### src/hw/rtl/pipt_pkg.sv
`timescale 1ns / 1ps
package pipt_pkg;

  localparam int COORD_BITS   = 16;
  localparam int MAX_VERTICES = 16;
  localparam int MIN_VERTICES = 3;
  localparam int INDEX_BITS   = 4;
  localparam int COUNT_BITS   = 5;

  localparam logic OP_WRITE = 1'b0;
  localparam logic OP_TEST  = 1'b1;

endpackage

### src/hw/rtl/pipt_channels.sv
`timescale 1ns / 1ps
interface pipt_req_if #(
  parameter int COORD_BITS = pipt_pkg::COORD_BITS
);
  logic                                  valid;
  logic                                  ready;
  logic                                  op;
  logic [pipt_pkg::INDEX_BITS-1:0]       vertex_index;
  logic signed [COORD_BITS-1:0]          x;
  logic signed [COORD_BITS-1:0]          y;

  modport source (output valid, op, vertex_index, x, y, input ready);
  modport sink (input valid, op, vertex_index, x, y, output ready);
endinterface

interface pipt_rsp_if;
  logic valid;
  logic ready;
  logic inside_res;
  logic on_vertex;

  modport source (output valid, inside_res, on_vertex, input ready);
  modport sink (input valid, inside_res, on_vertex, output ready);
endinterface

### src/hw/rtl/point_in_polygon_test_core.sv
`timescale 1ns / 1ps
// a vertex write gives no result word; a query gives its word once every edge of the
// polygon in use has left the pipeline and the output is free
// throughput: one query at a time, set by the single read
// port of the vertex memory walking one vertex per cycle through a 3-stage edge test
// reset: control is cleared and vertex count set to 3, vertex memory is undefined until written
module point_in_polygon_test_core #(
  parameter int MAX_VERTICES = pipt_pkg::MAX_VERTICES,
  parameter int COORD_BITS   = pipt_pkg::COORD_BITS
) (
  input  logic                            clk,
  input  logic                            rst,
  input  logic                            cfg_we,
  input  logic [pipt_pkg::COUNT_BITS-1:0] cfg_wdata,
  pipt_req_if.sink                        req,
  pipt_rsp_if.source                      rsp
);

  localparam int IDX_W = (MAX_VERTICES > 1) ? $clog2(MAX_VERTICES) : 1;
  localparam int CNT_W = $clog2(MAX_VERTICES + 1);
  localparam int DW    = COORD_BITS + 1;
  localparam int PW    = 2 * DW;
  localparam int SW    = PW + 1;

  localparam logic [1:0] S_IDLE  = 2'd0;
  localparam logic [1:0] S_WALK  = 2'd1;
  localparam logic [1:0] S_FLUSH = 2'd2;

  logic [1:0]                    state;
  logic [pipt_pkg::COUNT_BITS-1:0] vertex_count;
  logic [CNT_W-1:0]              n_clamped;
  logic [CNT_W-1:0]              n_used;
  logic [CNT_W-1:0]              rd_cnt;
  logic [IDX_W-1:0]              rd_addr;
  logic [IDX_W-1:0]              wr_addr;
  logic                          wr_ok;
  logic                          accept;
  logic                          pipe_empty;
  logic                          load_out;

  logic signed [COORD_BITS-1:0]  mem_x [MAX_VERTICES];
  logic signed [COORD_BITS-1:0]  mem_y [MAX_VERTICES];
  logic signed [COORD_BITS-1:0]  rd_x, rd_y;
  logic signed [COORD_BITS-1:0]  prev_x, prev_y;
  logic signed [COORD_BITS-1:0]  px, py;
  logic                          rd_valid, rd_first;

  logic signed [COORD_BITS-1:0]  lo_x, lo_y, hi_x, hi_y;
  logic signed [DW-1:0]          e_a, e_b, e_c, e_d;
  logic                          e_valid, e_cond;
  logic signed [PW-1:0]          m_p1, m_p2;
  logic                          m_valid, m_cond;
  logic signed [SW-1:0]          m_sum;
  logic                          match, parity;

  assign req.ready  = (state == S_IDLE);
  assign accept     = req.valid && req.ready;
  assign pipe_empty = !rd_valid && !e_valid && !m_valid;
  assign load_out   = (state == S_FLUSH) && pipe_empty && (!rsp.valid || rsp.ready);

  always_comb begin
    if (vertex_count < pipt_pkg::COUNT_BITS'(pipt_pkg::MIN_VERTICES)) begin
      n_clamped = CNT_W'(pipt_pkg::MIN_VERTICES);
    end else if (32'(vertex_count) > MAX_VERTICES) begin
      n_clamped = CNT_W'(MAX_VERTICES);
    end else begin
      n_clamped = CNT_W'(vertex_count);
    end
  end

  // the walk reads vertices 0..n-1, then vertex 0 again for the closing edge
  assign rd_addr = (rd_cnt == n_used) ? '0 : rd_cnt[IDX_W-1:0];
  assign wr_addr = IDX_W'(req.vertex_index);
  assign wr_ok   = 32'(req.vertex_index) < MAX_VERTICES;

  always_ff @(posedge clk) begin
    if (accept && req.op == pipt_pkg::OP_WRITE && wr_ok) begin
      mem_x[wr_addr] <= req.x;
      mem_y[wr_addr] <= req.y;
    end
    rd_x <= mem_x[rd_addr];
    rd_y <= mem_y[rd_addr];
  end

  always_ff @(posedge clk) begin
    if (rst) begin
      state        <= S_IDLE;
      vertex_count <= pipt_pkg::COUNT_BITS'(pipt_pkg::MIN_VERTICES);
      rd_valid     <= 1'b0;
      e_valid      <= 1'b0;
      m_valid      <= 1'b0;
    end else begin
      if (cfg_we) begin
        vertex_count <= cfg_wdata;
      end
      rd_valid <= (state == S_WALK);
      e_valid  <= rd_valid && !rd_first;
      m_valid  <= e_valid;
      unique case (state)
        S_IDLE: begin
          if (accept && req.op == pipt_pkg::OP_TEST) begin
            state <= S_WALK;
          end
        end
        S_WALK: begin
          if (rd_cnt == n_used) begin
            state <= S_FLUSH;
          end
        end
        S_FLUSH: begin
          if (load_out) begin
            state <= S_IDLE;
          end
        end
        default: begin
          state <= S_IDLE;
        end
      endcase
    end
  end

  always_ff @(posedge clk) begin
    if (accept) begin
      px     <= req.x;
      py     <= req.y;
      n_used <= n_clamped;
      rd_cnt <= '0;
    end else if (state == S_WALK) begin
      rd_cnt <= rd_cnt + CNT_W'(1);
    end
    rd_first <= (state == S_WALK) && (rd_cnt == '0);
    if (rd_valid) begin
      prev_x <= rd_x;
      prev_y <= rd_y;
    end
  end

  // edge from the previous vertex to the one just read
  always_comb begin
    if (prev_y < rd_y) begin
      lo_x = prev_x;
      lo_y = prev_y;
      hi_x = rd_x;
      hi_y = rd_y;
    end else begin
      lo_x = rd_x;
      lo_y = rd_y;
      hi_x = prev_x;
      hi_y = prev_y;
    end
  end

  always_ff @(posedge clk) begin
    e_cond <= (lo_y < py) && (py <= hi_y);
    e_a    <= DW'(lo_x) - DW'(px);
    e_b    <= DW'(hi_y) - DW'(lo_y);
    e_c    <= DW'(py) - DW'(lo_y);
    e_d    <= DW'(hi_x) - DW'(lo_x);
    m_cond <= e_cond;
    m_p1   <= e_a * e_b;
    m_p2   <= e_c * e_d;
  end

  assign m_sum = SW'(m_p1) + SW'(m_p2);

  always_ff @(posedge clk) begin
    if (accept) begin
      match  <= 1'b0;
      parity <= 1'b0;
    end else begin
      if (rd_valid && rd_x == px && rd_y == py) begin
        match <= 1'b1;
      end
      if (m_valid && m_cond && !m_sum[SW-1]) begin
        parity <= ~parity;
      end
    end
  end

  always_ff @(posedge clk) begin
    if (rst) begin
      rsp.valid <= 1'b0;
    end else if (load_out) begin
      rsp.valid <= 1'b1;
    end else if (rsp.ready) begin
      rsp.valid <= 1'b0;
    end
  end

  always_ff @(posedge clk) begin
    if (load_out) begin
      rsp.inside_res <= match || parity;
      rsp.on_vertex  <= match;
    end
  end

  a_walk_bound: assert property (@(posedge clk) disable iff (rst)
    (state == S_WALK) |-> (rd_cnt <= n_used))
    else $error("vertex walk ran past the closing edge");

  a_idle_empty: assert property (@(posedge clk) disable iff (rst)
    (state == S_IDLE) |-> (!rd_valid && !e_valid && !m_valid))
    else $error("edge pipeline busy while idle");

  a_result_loaded: assert property (@(posedge clk) disable iff (rst)
    (state == S_FLUSH) ##1 (state == S_IDLE) |-> rsp.valid)
    else $error("query finished without a result word");

  a_write_silent: assert property (@(posedge clk) disable iff (rst)
    (accept && req.op == pipt_pkg::OP_WRITE && !rsp.valid) |=> !rsp.valid)
    else $error("vertex write produced a result word");

endmodule

### src/flat_wrapper.sv
// flat-port wrapper written by rule: the top's interface ports become plain ports
module point_in_polygon_test_core_flat 
#(
  parameter int MAX_VERTICES = pipt_pkg::MAX_VERTICES,
  parameter int COORD_BITS   = pipt_pkg::COORD_BITS
)
  (clk, rst, cfg_we, cfg_wdata, req_valid, req_op, req_vertex_index, req_x, req_y, req_ready, rsp_valid, rsp_inside_res, rsp_on_vertex, rsp_ready);
  pipt_req_if #(.COORD_BITS(COORD_BITS)) req_i ();
  pipt_rsp_if rsp_i ();
  input  logic clk;
  input  logic rst;
  input  logic cfg_we;
  input  logic [pipt_pkg::COUNT_BITS-1:0] cfg_wdata;
  input wire logic [$bits(req_i.valid)-1:0] req_valid;
  input wire logic [$bits(req_i.op)-1:0] req_op;
  input wire logic [$bits(req_i.vertex_index)-1:0] req_vertex_index;
  input wire logic [$bits(req_i.x)-1:0] req_x;
  input wire logic [$bits(req_i.y)-1:0] req_y;
  output wire logic [$bits(req_i.ready)-1:0] req_ready;
  output wire logic [$bits(rsp_i.valid)-1:0] rsp_valid;
  output wire logic [$bits(rsp_i.inside_res)-1:0] rsp_inside_res;
  output wire logic [$bits(rsp_i.on_vertex)-1:0] rsp_on_vertex;
  input wire logic [$bits(rsp_i.ready)-1:0] rsp_ready;
  assign req_i.valid = req_valid;
  assign req_i.op = req_op;
  assign req_i.vertex_index = req_vertex_index;
  assign req_i.x = req_x;
  assign req_i.y = req_y;
  assign req_ready = req_i.ready;
  assign rsp_valid = rsp_i.valid;
  assign rsp_inside_res = rsp_i.inside_res;
  assign rsp_on_vertex = rsp_i.on_vertex;
  assign rsp_i.ready = rsp_ready;
  point_in_polygon_test_core #(.MAX_VERTICES(MAX_VERTICES), .COORD_BITS(COORD_BITS)) u_core (.clk(clk), .rst(rst), .cfg_we(cfg_we), .cfg_wdata(cfg_wdata), .req(req_i), .rsp(rsp_i));
endmodule
### config.mk
export PLATFORM = sky130hd
export DESIGN_NAME = point_in_polygon_test_core_flat
export DESIGN_NICKNAME = d
export VERILOG_FILES = /design/src/hw/rtl/pipt_pkg.sv /design/src/hw/rtl/pipt_channels.sv /design/src/hw/rtl/point_in_polygon_test_core.sv /design/src/flat_wrapper.sv
export SDC_FILE = /design/constraint.sdc
export NUM_CORES = 2
export LEC_CHECK = 0
export CAP_MARGIN = 20
export CORE_MARGIN = 8
export CORE_UTILIZATION = 45
export CTS_CLUSTER_SIZE = 25
export DETAILED_ROUTE_END_ITERATION = 8
export DONT_BUFFER_PORTS = 1
export PLACE_DENSITY = 0.6
export REMOVE_ABC_BUFFERS = 1
export SYNTH_ARGS = -nofsm -noshare
export SYNTH_HDL_FRONTEND = slang
export SYNTH_SLANG_ARGS = --single-unit
export TNS_END_PERCENT = 20
### constraint.sdc
create_clock -name clk -period 9.7 [get_ports clk]
set_input_delay 0.97 -clock clk [delete_from_list [all_inputs] [get_ports clk]]
set_output_delay 0.97 -clock clk [all_outputs]
set_load 0.005 [all_outputs]
==> metrics.txt <==
Clock Pin Slew Worst Setup and Hold Paths 0.06 ns; fin crit share 0.761; worst hold path class reg -> reg; met1 Use GR 0.256; Ys Warns 0; Slew Limit Fails 0; via density per instance 5.30; Synth Cell Area around 0.054 mm²; layout cell share with drive strength beyond 1 0.0685; hpwl dp a little over 90000 µm; Final Instance Area 0.0584 mm²; via count approximately 33000; max cap viols 0; count of state elements after synthesis between 700 and 800; Synth Area in Adders 0.287; total wire length around 130000 µm; setup tns final 0 ns; Startpoint Class register; syn avg cell area about 12 µm²; Post-DRT Antenna Nets 0; DRC Markers 0; GRT Util Overall 0.198; post_cts resized 0; Worst-Skew Late Latency roughly 0.66 ns; area post-placement ~0.056 mm²; main combinational cell family by area after synthesis adder cells; CTS hold repair buffers 0; Cell variety after synth between 90 and 100; Final min period approximately 7.4 ns; antenna violations before repair 5; global-route wire length before repair 203000 µm; Core ar. about 0.12 mm²; wire length per cell 20.6 µm; DIE AREA between 0.1 and 0.15 mm²; cell count after synthesis between 4000 and 5000; CP required slightly above 10 ns; Max clock buf depth 3; GRT busiest layer met2; mux cell area share after synthesis 0.0454; most frequent cells in the layout inv_1 (729), fa_1 (594), edfxtp_1 (583), nand2_1 (490), and2_1 (364); Syn-to-layout area delta 8.07%; Initial Util 0.452; simple-gate share of the synthesized area 0.116; total gr overflow 0; die width ~360 µm; Worst setup EP type register; RSZ-0062 raised after global routing false; DR iter-0 viols around 2100; number of synthesized flops with an enable pin ~580; WP data arrival just under 8 ns; CP Class reg -> reg; GR Layer Usage met2 0.349; CTS buffer count around 80; vias in the first global route 34900; Placement Rows roughly 130; CP Max Fanout 17; Compound-Gate Fraction of Synth Area 0.0678; Tightest Pin Transition about 1.1 ns; status completed; commonest register cell after synthesis edfxtp_1; Slew headroom 0.299; final net count 5537; Ports between 50 and 60; Chip Height between 300 and 400 µm; area share of xor/xnor cells in the synthesized design 0.0259; IO Port Bufs 0; H-tree Lvls 3; gpl congestion between 0.9 and 1; final setup violating endpoints 0; most common cell after layout, fill and taps aside inv_1; Initial DRT Pass Iterations 5; clk sink count around 770; sequential area share after synthesis 0.394; largest net degree at the start of global routing 95; routing usage on met3 0.0219; pre-CTS WS around 2.4 ns; Final Skew 0.0437 ns; Post-synth ARST share 0; FMAX between 100 and 150 MHz; worst setup margin approximately 2.3 ns; Fin. Hold Viols 0; TritonCTS clock tree done; clock root buffer clkbuf_16; Post CTS Setup Buffer Count 0
-- worst max-delay path, stage by stage, from the launching register on --
cell	delay, ns
dfxtp_1	0.78
nand2_1	0.17
fa_1	0.54
fa_1	0.51
fa_1	0.51
inv_1	0.06
fa_1	0.49
fa_1	0.49
inv_1	0.05
fa_1	0.47
inv_1	0.04
ha_1	0.36
a41oi_1	0.25
a21boi_0	0.12
o31ai_1	0.67
a31oi_1	0.27
o41a_1	0.48
o21ai_0	0.49
o2111ai_1	0.19
a21oi_1	0.21
xnor2_1	0.13
-- registers in the layout, indices dropped and copies added (netlist names), 17 cells and up --
signal / count
u_core.mem_y: 256
u_core.m_p1: 34
u_core.mem_x: 256
u_core.e_b: 17
u_core.e_d: 17
u_core.e_c: 17
u_core.m_p2: 34
u_core.e_a: 17
-- cell type report --
cell class	count	area, µm²
Antenna cell	1	2.50
Clock buffer	109	2220
Clock inverter	35	397
Fill cell	10700	61100
Inverter	730	2740
Multi-Input combinational cell	3004	29400
Sequential cell	772	21300
Tap cell	1612	2020
Timing Repair Buffer	37	278
-- routing by layer --
| layer | wire length [µm] | part of all wire | vias up |
|---|---|---|---|
| li1 | - | - | 15400 |
| met1 | 55300 | 0.43 | 17100 |
| met2 | 65100 | 0.50 | 726 |
| met3 | 5170 | 0.040 | 215 |
| met4 | 4230 | 0.033 | 0 |
| met5 | 0 | 0 | - |
-- cell usage after synthesis, types with 37 or more instances --
master / instances / area (µm²)
inv_1: 729 / 2740
fa_1: 594 / 11900
edfxtp_1: 583 / 17500
nand2_1: 490 / 1840
and2_1: 364 / 2280
ha_1: 272 / 3400
dfxtp_1: 189 / 3780
nor2_1: 180 / 676
clkbuf_1: 147 / 552
xnor2_1: 129 / 1130
a21oi_1: 80 / 400
o21ai_0: 80 / 400
a31oi_1: 76 / 475
a211oi_1: 75 / 563
mux4_2: 64 / 1440
mux2i_1: 59 / 591
a21o_1: 40 / 300
nor3_1: 39 / 195
o22ai_1: 39 / 244
nor2b_1: 38 / 238
nand2b_1: 37 / 231
-- stage by stage --
stage / hold WS (ns) / instances / utilization
finish: 0.326 / 6300 / 0.488
global route: 0.351 / 6299 / 0.488
CTS: 0.326 / 6299 / 0.488
detailed placement: 0.312 / 6155 / 0.467
global placement: 0.312 / 6155 / 0.467
floorplan: 0.310 / 4506 / -
-- kinds of logic (layout without fill, tap and decap cells) --
| group | count (synthesis) | count (layout) |
|---|---|---|
| buffers and inverters | 910 | 911 |
| xor gates and xnor gates | 160 | 160 |
| and+or+nand+nor | 1266 | 1266 |
| DFF | 772 | 772 |
| AOI/OAI and AO/OA | 531 | 531 |
| other | 0 | 1 |
| adders and majority gates | 887 | 887 |
| muxes | 160 | 160 |
-- final timing paths --
kind / to / slack (ns) / start / cells past startpoint
max: u_core.m_p2[33] / 2.32 / u_core.e_c[11] / 20
min: u_core.m_cond / 0.33 / u_core.e_cond / 0
max reg2reg: u_core.m_p2[33] / 2.32 / u_core.e_c[11] / 20
min reg2reg: u_core.m_cond / 0.33 / u_core.e_cond / 0
Power is left out: the tool's default activity adds up to more than one toggle a clock period on the data nets, which glitch-free logic cannot reach.
